**config.mk**
```make
export PLATFORM = sky130hd
export DESIGN_NAME = keyframe_color_interpolator_flat
export DESIGN_NICKNAME = d
export VERILOG_FILES = /design/src/design/kci_pkg.sv /design/src/design/kci_if.sv /design/src/design/kci_ctrl.sv /design/src/design/kci_dp.sv /design/src/design/keyframe_color_interpolator.sv /design/src/flat_wrapper.sv
export SDC_FILE = /design/constraint.sdc
export NUM_CORES = 2
export LEC_CHECK = 0
export ABC_AREA = 1
export BUFFER_PORTS_ARGS = -buffer_cell sky130_fd_sc_hd__buf_4
export CORE_MARGIN = 5
export CORE_UTILIZATION = 57
export CTS_CLUSTER_DIAMETER = 50
export CTS_CLUSTER_SIZE = 8
export DETAILED_ROUTE_END_ITERATION = 10
export PLACE_DENSITY = 0.74
export SLEW_MARGIN = 20
export SYNTH_ARGS = -nofsm -noshare
export SYNTH_HDL_FRONTEND = slang
export SYNTH_SLANG_ARGS = --single-unit
```
**constraint.sdc**
```tcl
create_clock -name clk -period 6.8 [get_ports clk]
set_input_delay 1.02 -clock clk [delete_from_list [all_inputs] [get_ports clk]]
set_output_delay 1.02 -clock clk [all_outputs]
set_load 0.01 [all_outputs]
```
**src/design/kci_pkg.sv**
```systemverilog
// Shared types and constants for the keyframe colour interpolator.
// No dependencies; every other design file imports this package.
`default_nettype none

package kci_pkg;

  localparam int TIME_W    = 32;
  localparam int KEY_IDX_W = 4;
  localparam int KC_W      = 5;
  localparam int CH_W      = 8;
  localparam int NUM_CH    = 4;
  localparam int COLOR_W   = CH_W * NUM_CH;
  localparam int KC_MIN    = 2;

  localparam logic CMD_WRITE = 1'b0;
  localparam logic CMD_QUERY = 1'b1;

  typedef enum logic [3:0] {
    ST_IDLE,
    ST_SCAN,
    ST_CRD1,
    ST_CRD2,
    ST_DIV,
    ST_BMUL,
    ST_BADD,
    ST_NFRD,
    ST_NFCOPY,
    ST_OUT
  } kci_state_t;

  // Commands from the controller to the datapath
  typedef struct packed {
    logic key_write;
    logic query_load;
    logic scan_first;
    logic scan_shift;
    logic seg_hit;
    logic seg_miss;
    logic col_rd_seg;
    logic col_rd_next;
    logic c1_take;
    logic div_step;
    logic blend_mul;
    logic blend_add;
    logic res_copy;
    logic out_load;
  } kci_cmd_t;

  // Status from the datapath to the controller
  typedef struct packed {
    logic hit;
    logic scan_end;
  } kci_stat_t;

endpackage

`default_nettype wire

```
**src/design/kci_if.sv**
```systemverilog
// Channel interfaces for the keyframe colour interpolator.
// Depends on kci_pkg for field widths.
`default_nettype none

interface kci_in_if import kci_pkg::*; ();
  logic                 valid;
  logic                 ready;
  logic                 command;
  logic [KEY_IDX_W-1:0] key_index;
  logic [TIME_W-1:0]    time_value;
  logic [CH_W-1:0]      red_in;
  logic [CH_W-1:0]      green_in;
  logic [CH_W-1:0]      blue_in;
  logic [CH_W-1:0]      alpha_in;

  modport source (output valid, command, key_index, time_value,
                  red_in, green_in, blue_in, alpha_in, input ready);
  modport sink   (input valid, command, key_index, time_value,
                  red_in, green_in, blue_in, alpha_in, output ready);
endinterface

interface kci_out_if import kci_pkg::*; ();
  logic            valid;
  logic            ready;
  logic [CH_W-1:0] red_out;
  logic [CH_W-1:0] green_out;
  logic [CH_W-1:0] blue_out;
  logic [CH_W-1:0] alpha_out;

  modport source (output valid, red_out, green_out, blue_out, alpha_out,
                  input ready);
  modport sink   (input valid, red_out, green_out, blue_out, alpha_out,
                  output ready);
endinterface

`default_nettype wire

```
**src/design/kci_ctrl.sv**
```systemverilog
// Controller state machine of the keyframe colour interpolator.
// Depends on kci_pkg; drives kci_dp through kci_cmd_t and a shared counter.
`default_nettype none

module kci_ctrl import kci_pkg::*; #(
  parameter int MAX_KEYS      = 16,
  parameter int FRACTION_BITS = 16,
  parameter int CNT_W         = 6
) (
  input  wire logic             clk,
  input  wire logic             rst_n,
  input  wire logic             in_valid,
  input  wire logic             in_command,
  input  wire logic             out_ready,
  output logic                  in_ready,
  output logic                  out_valid,
  output kci_cmd_t              cmd,
  output logic [CNT_W-1:0]      cnt,
  input  wire kci_stat_t        stat
);

  localparam logic [CNT_W-1:0] DIV_LAST = CNT_W'(FRACTION_BITS - 1);
  localparam logic [CNT_W-1:0] CH_LAST  = CNT_W'(NUM_CH - 1);

  kci_state_t       state_r, state_nxt;
  logic [CNT_W-1:0] cnt_r, cnt_nxt;
  logic             out_valid_r, out_valid_nxt;

  always_ff @(posedge clk) begin
    if (!rst_n) begin
      state_r     <= ST_IDLE;
      cnt_r       <= '0;
      out_valid_r <= 1'b0;
    end else begin
      state_r     <= state_nxt;
      cnt_r       <= cnt_nxt;
      out_valid_r <= out_valid_nxt;
    end
  end

  always_comb begin
    state_nxt     = state_r;
    cnt_nxt       = cnt_r;
    out_valid_nxt = out_valid_r;
    cmd           = '0;
    in_ready      = 1'b0;

    // drop the result once taken
    if (out_valid_r && out_ready) out_valid_nxt = 1'b0;

    unique case (state_r)
      ST_IDLE: begin
        in_ready = 1'b1;
        if (in_valid) begin
          if (in_command == CMD_QUERY) begin
            cmd.query_load = 1'b1;
            cnt_nxt        = '0;
            state_nxt      = ST_SCAN;
          end else begin
            cmd.key_write = 1'b1;
          end
        end
      end
      ST_SCAN: begin
        // entry cnt-1 is on the read port; cnt 0 only issues the first read
        if (cnt_r == CNT_W'(0)) begin
          cnt_nxt = cnt_r + CNT_W'(1);
        end else if (cnt_r == CNT_W'(1)) begin
          cmd.scan_first = 1'b1;
          cnt_nxt        = cnt_r + CNT_W'(1);
        end else if (stat.hit) begin
          cmd.seg_hit = 1'b1;
          cnt_nxt     = '0;
          state_nxt   = ST_CRD1;
        end else if (stat.scan_end) begin
          cmd.seg_miss = 1'b1;
          state_nxt    = ST_NFRD;
        end else begin
          cmd.scan_shift = 1'b1;
          cnt_nxt        = cnt_r + CNT_W'(1);
        end
      end
      ST_CRD1: begin
        cmd.col_rd_seg = 1'b1;
        state_nxt      = ST_CRD2;
      end
      ST_CRD2: begin
        cmd.col_rd_next = 1'b1;
        cmd.c1_take     = 1'b1;
        cnt_nxt         = '0;
        state_nxt       = ST_DIV;
      end
      ST_DIV: begin
        cmd.div_step = 1'b1;
        if (cnt_r == DIV_LAST) begin
          cnt_nxt   = '0;
          state_nxt = ST_BMUL;
        end else begin
          cnt_nxt = cnt_r + CNT_W'(1);
        end
      end
      ST_BMUL: begin
        cmd.blend_mul = 1'b1;
        state_nxt     = ST_BADD;
      end
      ST_BADD: begin
        cmd.blend_add = 1'b1;
        if (cnt_r == CH_LAST) begin
          state_nxt = ST_OUT;
        end else begin
          cnt_nxt   = cnt_r + CNT_W'(1);
          state_nxt = ST_BMUL;
        end
      end
      ST_NFRD: begin
        cmd.col_rd_seg = 1'b1;
        state_nxt      = ST_NFCOPY;
      end
      ST_NFCOPY: begin
        cmd.res_copy = 1'b1;
        state_nxt    = ST_OUT;
      end
      ST_OUT: begin
        // hold until the output register is free
        if (!out_valid_r || out_ready) begin
          cmd.out_load  = 1'b1;
          out_valid_nxt = 1'b1;
          state_nxt     = ST_IDLE;
        end
      end
      default: state_nxt = ST_IDLE;
    endcase
  end

  assign out_valid = out_valid_r;
  assign cnt       = cnt_r;

endmodule

`default_nettype wire

```
**src/design/kci_dp.sv**
```systemverilog
// Datapath of the keyframe colour interpolator: key tables, segment
// compare, restoring divider and channel blend. Depends on kci_pkg.
`default_nettype none

module kci_dp import kci_pkg::*; #(
  parameter int MAX_KEYS      = 16,
  parameter int FRACTION_BITS = 16,
  parameter int CNT_W         = 6
) (
  input  wire logic                 clk,
  input  wire logic                 rst_n,
  input  wire logic                 cfg_we,
  input  wire logic [KC_W-1:0]      cfg_wdata,
  input  wire logic [KEY_IDX_W-1:0] key_index,
  input  wire logic [TIME_W-1:0]    time_value,
  input  wire logic [COLOR_W-1:0]   color_in,
  input  wire kci_cmd_t             cmd,
  input  wire logic [CNT_W-1:0]     cnt,
  output kci_stat_t                 stat,
  output logic [COLOR_W-1:0]        color_out
);

  localparam int IDX_W = (MAX_KEYS > 1) ? $clog2(MAX_KEYS) : 1;
  localparam int NU_W  = IDX_W + 1;
  localparam int PW    = CH_W + 1 + FRACTION_BITS + 1;
  localparam logic signed [PW-1:0] ROUND_BIAS = PW'((64'd1 << FRACTION_BITS) - 64'd1);

  logic [TIME_W-1:0]  time_mem  [MAX_KEYS];
  logic [COLOR_W-1:0] color_mem [MAX_KEYS];

  logic [KC_W-1:0]          kc_r;
  logic [TIME_W-1:0]        t_r, prev_r, time_rd_r;
  logic [COLOR_W-1:0]       col_rd_r, c1_r, res_r, out_r;
  logic                     below0_r;
  logic [IDX_W-1:0]         seg_r;
  logic [TIME_W-1:0]        rem_r, span_r;
  logic [FRACTION_BITS-1:0] q_r;
  logic signed [PW-1:0]     prod_r;

  logic [NU_W-1:0]      n_used;
  logic [IDX_W-1:0]     last_idx;
  logic                 key_ok;
  logic [IDX_W-1:0]     col_addr;
  logic                 col_re;
  logic [TIME_W:0]      r2;
  logic                 r2_ge;
  logic [1:0]           ch;
  logic [CH_W-1:0]      c1_ch, c2_ch;
  logic signed [CH_W:0] diff;
  logic signed [PW-1:0] prod_nxt, adj, shifted;
  logic [CH_W-1:0]      blend_byte;

  // clamp the keyframe count into range
  always_comb begin
    if (int'(kc_r) < KC_MIN) n_used = NU_W'(KC_MIN);
    else if (int'(kc_r) > MAX_KEYS) n_used = NU_W'(MAX_KEYS);
    else n_used = NU_W'(kc_r);
  end
  assign last_idx = IDX_W'(n_used - NU_W'(1));
  assign key_ok   = int'(key_index) < MAX_KEYS;

  always_ff @(posedge clk) begin
    if (!rst_n) kc_r <= KC_W'(KC_MIN);
    else if (cfg_we) kc_r <= cfg_wdata;
  end

  // key tables
  assign col_addr = cmd.col_rd_next ? seg_r + IDX_W'(1) : seg_r;
  assign col_re   = cmd.col_rd_seg | cmd.col_rd_next;

  always_ff @(posedge clk) begin
    if (cmd.key_write && key_ok) begin
      time_mem[IDX_W'(key_index)]  <= time_value;
      color_mem[IDX_W'(key_index)] <= color_in;
    end
    time_rd_r <= time_mem[cnt[IDX_W-1:0]];
    if (col_re) col_rd_r <= color_mem[col_addr];
  end

  // segment search
  assign stat.hit      = (prev_r <= t_r) && (t_r < time_rd_r);
  assign stat.scan_end = (cnt - CNT_W'(1)) == CNT_W'(last_idx);

  always_ff @(posedge clk) begin
    if (cmd.query_load) t_r <= time_value;
    if (cmd.scan_first) begin
      below0_r <= t_r < time_rd_r;
      prev_r   <= time_rd_r;
    end
    if (cmd.scan_shift) prev_r <= time_rd_r;
    if (cmd.seg_hit) seg_r <= IDX_W'(cnt - CNT_W'(2));
    if (cmd.seg_miss) seg_r <= below0_r ? '0 : last_idx;
  end

  // restoring divide, one quotient bit a cycle; remainder stays below span
  assign r2    = {rem_r, 1'b0};
  assign r2_ge = r2 >= {1'b0, span_r};

  always_ff @(posedge clk) begin
    if (cmd.seg_hit) begin
      rem_r  <= t_r - prev_r;
      span_r <= time_rd_r - prev_r;
      q_r    <= '0;
    end else if (cmd.div_step) begin
      rem_r <= r2_ge ? TIME_W'(r2 - {1'b0, span_r}) : r2[TIME_W-1:0];
      q_r   <= {q_r[FRACTION_BITS-2:0], r2_ge};
    end
  end

  // blend one channel per multiply/add pair; quotient truncates toward zero
  assign ch         = cnt[1:0];
  assign c1_ch      = c1_r[CH_W*ch +: CH_W];
  assign c2_ch      = col_rd_r[CH_W*ch +: CH_W];
  assign diff       = $signed({1'b0, c2_ch}) - $signed({1'b0, c1_ch});
  assign prod_nxt   = PW'(diff) * PW'($signed({1'b0, q_r}));
  assign adj        = prod_r[PW-1] ? prod_r + ROUND_BIAS : prod_r;
  assign shifted    = adj >>> FRACTION_BITS;
  assign blend_byte = c1_ch + shifted[CH_W-1:0];

  always_ff @(posedge clk) begin
    if (cmd.c1_take) c1_r <= col_rd_r;
    if (cmd.blend_mul) prod_r <= prod_nxt;
    if (cmd.blend_add) res_r[CH_W*ch +: CH_W] <= blend_byte;
    if (cmd.res_copy) res_r <= col_rd_r;
    if (cmd.out_load) out_r <= res_r;
  end

  assign color_out = out_r;

endmodule

`default_nettype wire

```
**src/design/keyframe_color_interpolator.sv**
```systemverilog
// Top level of the keyframe colour interpolator.
// Depends on kci_pkg, kci_if, kci_ctrl and kci_dp.
`default_nettype none

// The block keeps a table of up to MAX_KEYS keyframes (32-bit time, RGBA
// colour) and answers colour queries by linear interpolation. A transaction
// with command = write stores one keyframe; it gives no result. A
// transaction with command = query scans the table one entry a cycle
// through the time memory's single read port until it finds the segment
// holding the query time, reads the two end colours, runs a restoring
// divider that yields one of the FRACTION_BITS fraction bits per cycle, and
// blends the four channels through one shared multiplier, a multiply step
// and an add step per channel. A query that matches no segment ends after
// the full scan. A query waits in its final state until the output
// register is free. A new transaction is taken once the result is in the
// output register, even while that result still waits to be taken.
// Write keyframe_count only while idle; it is clamped into 2..MAX_KEYS.
// The key tables are not cleared: never query a segment whose entries were
// not written.
module keyframe_color_interpolator import kci_pkg::*; #(
  parameter int MAX_KEYS      = 16,
  parameter int FRACTION_BITS = 16
) (
  input  wire logic            clk,
  input  wire logic            rst_n,
  kci_in_if.sink               in_ch,
  kci_out_if.source            out_ch,
  input  wire logic            cfg_we,
  input  wire logic [KC_W-1:0] cfg_wdata
);

  // counter spans the scan (up to MAX_KEYS) and the divide
  localparam int CNT_W = $clog2(MAX_KEYS + FRACTION_BITS + 2) + 1;

  kci_cmd_t           cmd;
  kci_stat_t          stat;
  logic [CNT_W-1:0]   cnt;
  logic [COLOR_W-1:0] color_in;
  logic [COLOR_W-1:0] color_out;

  // pack the keyframe colour R in the low byte, A in the high byte
  assign color_in = {in_ch.alpha_in, in_ch.blue_in, in_ch.green_in, in_ch.red_in};

  kci_ctrl #(
    .MAX_KEYS      (MAX_KEYS),
    .FRACTION_BITS (FRACTION_BITS),
    .CNT_W         (CNT_W)
  ) u_ctrl (
    .clk        (clk),
    .rst_n      (rst_n),
    .in_valid   (in_ch.valid),
    .in_command (in_ch.command),
    .out_ready  (out_ch.ready),
    .in_ready   (in_ch.ready),
    .out_valid  (out_ch.valid),
    .cmd        (cmd),
    .cnt        (cnt),
    .stat       (stat)
  );

  kci_dp #(
    .MAX_KEYS      (MAX_KEYS),
    .FRACTION_BITS (FRACTION_BITS),
    .CNT_W         (CNT_W)
  ) u_dp (
    .clk        (clk),
    .rst_n      (rst_n),
    .cfg_we     (cfg_we),
    .cfg_wdata  (cfg_wdata),
    .key_index  (in_ch.key_index),
    .time_value (in_ch.time_value),
    .color_in   (color_in),
    .cmd        (cmd),
    .cnt        (cnt),
    .stat       (stat),
    .color_out  (color_out)
  );

  assign out_ch.red_out   = color_out[CH_W*0 +: CH_W];
  assign out_ch.green_out = color_out[CH_W*1 +: CH_W];
  assign out_ch.blue_out  = color_out[CH_W*2 +: CH_W];
  assign out_ch.alpha_out = color_out[CH_W*3 +: CH_W];

  // A query keeps the block busy for at least the next cycle.
  a_query_busy: assert property (@(posedge clk) disable iff (!rst_n)
    in_ch.valid && in_ch.ready && in_ch.command == CMD_QUERY |=> !in_ch.ready)
    else $error("query accepted but block ready next cycle");

  // A keyframe write leaves the block ready in the next cycle.
  a_write_one_cycle: assert property (@(posedge clk) disable iff (!rst_n)
    in_ch.valid && in_ch.ready && in_ch.command == CMD_WRITE |=> in_ch.ready)
    else $error("keyframe write stalled the input");

  // A new result only appears at the end of a busy period.
  a_result_after_work: assert property (@(posedge clk) disable iff (!rst_n)
    $rose(out_ch.valid) |-> $past(!in_ch.ready))
    else $error("result raised without a query in progress");

  // A write never raises a result.
  a_write_no_result: assert property (@(posedge clk) disable iff (!rst_n)
    in_ch.valid && in_ch.ready && in_ch.command == CMD_WRITE |=> !$rose(out_ch.valid))
    else $error("result raised after a keyframe write");

endmodule

`default_nettype wire

```
**src/flat_wrapper.sv**
```systemverilog
// flat-port wrapper written by rule: the top's interface ports become plain ports
module keyframe_color_interpolator_flat import kci_pkg::*;
#(
  parameter int MAX_KEYS      = 16,
  parameter int FRACTION_BITS = 16
)
  (clk, rst_n, cfg_we, cfg_wdata, in_ch_valid, in_ch_command, in_ch_key_index, in_ch_time_value, in_ch_red_in, in_ch_green_in, in_ch_blue_in, in_ch_alpha_in, in_ch_ready, out_ch_valid, out_ch_red_out, out_ch_green_out, out_ch_blue_out, out_ch_alpha_out, out_ch_ready);
  kci_in_if in_ch_i ();
  kci_out_if out_ch_i ();
  input  wire logic clk;
  input  wire logic rst_n;
  input  wire logic cfg_we;
  input  wire logic [KC_W-1:0] cfg_wdata;
  input wire logic [$bits(in_ch_i.valid)-1:0] in_ch_valid;
  input wire logic [$bits(in_ch_i.command)-1:0] in_ch_command;
  input wire logic [$bits(in_ch_i.key_index)-1:0] in_ch_key_index;
  input wire logic [$bits(in_ch_i.time_value)-1:0] in_ch_time_value;
  input wire logic [$bits(in_ch_i.red_in)-1:0] in_ch_red_in;
  input wire logic [$bits(in_ch_i.green_in)-1:0] in_ch_green_in;
  input wire logic [$bits(in_ch_i.blue_in)-1:0] in_ch_blue_in;
  input wire logic [$bits(in_ch_i.alpha_in)-1:0] in_ch_alpha_in;
  output wire logic [$bits(in_ch_i.ready)-1:0] in_ch_ready;
  output wire logic [$bits(out_ch_i.valid)-1:0] out_ch_valid;
  output wire logic [$bits(out_ch_i.red_out)-1:0] out_ch_red_out;
  output wire logic [$bits(out_ch_i.green_out)-1:0] out_ch_green_out;
  output wire logic [$bits(out_ch_i.blue_out)-1:0] out_ch_blue_out;
  output wire logic [$bits(out_ch_i.alpha_out)-1:0] out_ch_alpha_out;
  input wire logic [$bits(out_ch_i.ready)-1:0] out_ch_ready;
  assign in_ch_i.valid = in_ch_valid;
  assign in_ch_i.command = in_ch_command;
  assign in_ch_i.key_index = in_ch_key_index;
  assign in_ch_i.time_value = in_ch_time_value;
  assign in_ch_i.red_in = in_ch_red_in;
  assign in_ch_i.green_in = in_ch_green_in;
  assign in_ch_i.blue_in = in_ch_blue_in;
  assign in_ch_i.alpha_in = in_ch_alpha_in;
  assign in_ch_ready = in_ch_i.ready;
  assign out_ch_valid = out_ch_i.valid;
  assign out_ch_red_out = out_ch_i.red_out;
  assign out_ch_green_out = out_ch_i.green_out;
  assign out_ch_blue_out = out_ch_i.blue_out;
  assign out_ch_alpha_out = out_ch_i.alpha_out;
  assign out_ch_i.ready = out_ch_ready;
  keyframe_color_interpolator #(.MAX_KEYS(MAX_KEYS), .FRACTION_BITS(FRACTION_BITS)) u_core (.clk(clk), .rst_n(rst_n), .in_ch(in_ch_i), .out_ch(out_ch_i), .cfg_we(cfg_we), .cfg_wdata(cfg_wdata));
endmodule
```
==> impl_metrics.yaml <==
run_status:
  outcome: "finished, final reports clean"
yosys:
  avgSynthCellArea_um2: 11.4
  synth_common_cells: "edfxtp_1, nor2_1, nand2_1"
  synth_area_mm2: 0.0640
  ys_seq_area_share_pct: 63.5
  synthArstFlopShare_pct: 0
  ys_ff_latch: 1375
  yosysWarnings: 0
  synth_top_area_share_pct: 61.5
  synthTopCellsByArea: "edfxtp_1, nor2_1, o21ai_0, ha_1, nand2_1"
  yosysTopAreaCell: "edfxtp_1"
  synth_cell_types: 59
  syn-num-nets: 6029
  yosysMostFrequentCell: "edfxtp_1"
  synth_edf_count: 1310
  ys.flop_type: "edfxtp_1"
  synthCells: 5626
timing:
  slew_violations: 0
  worst_pin_slew_ns: 1.10
  fmax_mhz: 154
  hold_viol: 0
  timing.setup.tns_ns: 0
  maxSlewHeadroom_pct: 26.4
  fin_skew_ns: 0.0299
  finalCritPeriodShare_pct: 95.8
  finalSetupViolations: 0
  period_needed_ns: 6.51
  rsz0062_at_grt: "yes"
die:
  core_mm2: 0.112
  fp-row-count: 123
  die_h_um: 345
  ios: 113
  start_util_pct: 57.1
  dieArea_mm2: 0.119
  die_w_um: 345
global_route:
  grt_max_degree: 177
  overflow: 0
  grt_pass1_wl_um: 248000
  track_usage_pct: 26.7
  antenna_found_initial: 16
  grt_pass1_vias: 42500
detailed_routing:
  vias: 44100
  via_per_inst: 5.96
  routed_wl_um: 163000
  dr.first_iter.drc_count: 5343
  wl_per_cell_um: 22.1
  postRouteAntennaNets: 0
  drc_errors: 0
  drt_first_pass_iters: 6
clock_tree:
  clock_sinks: 1375
  cts_hold_buf: 0
  cts_root_buf: "clkbuf_16"
  h-tree-depth: 4
  clk_latency_ns: 0.77
  cts_tree: "yes"
  clockBufferDepth: 3
  cts_buffers: 196
  clkTransAtPathRegs_ns: 0.05
critical_path:
  slowest_delay_ns: 0.55
  critPathMaxFanout: 20
  cp_data_required_time_ns: 7.32
  startpoint_type: "flip-flop"
  crit_family: "adder cells"
  crit_arrival_ns: 7.03
  end_kind: "flip-flop"
  worst-setup-path-type: "flip-flop to flip-flop"
  slowest_stage: "fa_1"
  timing.critical_path.buf_inv: 4
place:
  place.gp.congestion: 0.892
  placed_cell_area_mm2: 0.0668
  post-dp-hpwl_um: 97800
  io_buffers: 112
flow_run:
  drv_cap: 0
final_layout:
  fillers: 8284
  final_area_mm2: 0.0728
  multi_input_comb_area_mm2: 0.0213
  syn2layout_area_growth_pct: 13.8
  fin_nets: 6197
  register_area_mm2: 0.0406
  final_layout_size_suffix_gt1_share_pct: 9.63
worst_hold_path:
  hp-class: "flip-flop to flip-flop"
pwr:
  leakagePower_nw: 26.7
  power_density_mw_per_mm2: 512
  total_power_w: 0.0373
  peakVddDrop_uv: 1080
==> power by group <==
part	internal (W)	switching, W	total (W)
clock	0.00542	0.00342	0.00884
combinational	0.00679	0.0107	0.0175
sequential	0.0105	0.000400	0.0109
total	0.0227	0.0146	0.0373
==> cell type report <==
type,count,share of cell area [%]
Antenna cell,7,0.0241
Clock buffer,281,7.25
Clock inverter,23,0.490
Inverter,407,2.13
Multi-Input combinational cell,3597,29.2
Sequential cell,1375,55.8
Tap cell,1500,2.58
Timing Repair Buffer,217,2.47
==> final timing paths <==
kind	cells after the start	end	slack [ns]	startpoint
worst min register to register	0	u_core.u_dp.color_out[28]	0.41	u_core.u_dp.res_r[28]
worst max-delay path	30	u_core.u_dp.prod_r[23]	0.29	u_core.u_ctrl.cnt[0]
worst min-delay path	0	u_core.u_dp.color_out[28]	0.41	u_core.u_dp.res_r[28]
worst max register to register	30	u_core.u_dp.prod_r[23]	0.29	u_core.u_ctrl.cnt[0]
==> state kept, by name, indices dropped and copies added (netlist names) <==
register,cells
u_core.u_ctrl.state_r,4
u_core.u_dp.below0_r,1
u_core.u_dp.span_r,32
u_core.u_dp.color_out,32
u_core.u_dp.q_r,16
u_core.u_dp.seg_r,4
u_core.u_dp.col_rd_r,32
u_core.u_dp.rem_r,32
u_core.u_dp.time_rd_r,32
u_core.u_dp.res_r,32
u_core.u_dp.t_r,32
u_core.u_dp.time_mem,512
u_core.u_ctrl.out_valid,1
u_core.u_dp.color_mem,512
u_core.u_dp.c1_r,32
u_core.u_dp.prev_r,32
u_core.u_ctrl.cnt,7
u_core.u_dp.prod_r,25
u_core.u_dp.kc_r,5
==> through the flow <==
| step | setup slack (ns) | hold slack [ns] | std cells | utilization, % |
|---|---|---|---|---|
| finish | 0.288 | 0.408 | 7407 | 65.0 |
| detailed placement | -0.00518 | 0.405 | 7082 | 59.6 |
| global route | -0.0301 | 0.422 | 7404 | 65.0 |
| floorplan | -0.00333 | 0.400 | 5626 | - |
| global placement | 0.0777 | 0.402 | 7082 | 59.6 |
| CTS | 0.0293 | 0.410 | 7387 | 64.6 |
==> cells in the final DEF, fill, tap and decap left out, types with 165 or more instances in the layout <==
master        n
edfxtp_1   1310
nor2_1      954
nand2_1     659
o21ai_0     606
inv_1       391
ha_1        206
buf_4       201
clkbuf_16   198
nand3_1     188
a21oi_1     165
==> kinds of logic (layout without fill, tap and decap cells) <==
group / after synthesis / count (layout) / share of synthesized area (%)
AOI/OAI and AO/OA: 1245 / 1245 / 11.2
DFF: 1375 / 1375 / 63.5
other: 0 / 7 / 0
xor gates and xnor gates: 114 / 114 / 1.61
buffers and inverters: 654 / 928 / 4.09
adders and majority gates: 324 / 324 / 7.56
and+or+nand+nor: 1914 / 1914 / 12.0
==> metal layers <==
metal	global-route usage (%)	part of all wire [%]	vias up
li1	-	-	20300
met1	38.8	41	21400
met2	41.9	46	2197
met3	4.74	9.8	293
met4	7.98	2.5	8
met5	0	0.032	-
==> what timing repair did <==
action | CTS | global route
resized for setup | 0 | 54
cloned | 0 | 1
setup buffers | 1 | 11
endpoints found under the setup margin | 2 | 12
pin swaps | 1 | 21
No activity file was read; power rests on OpenSTA's default activity.
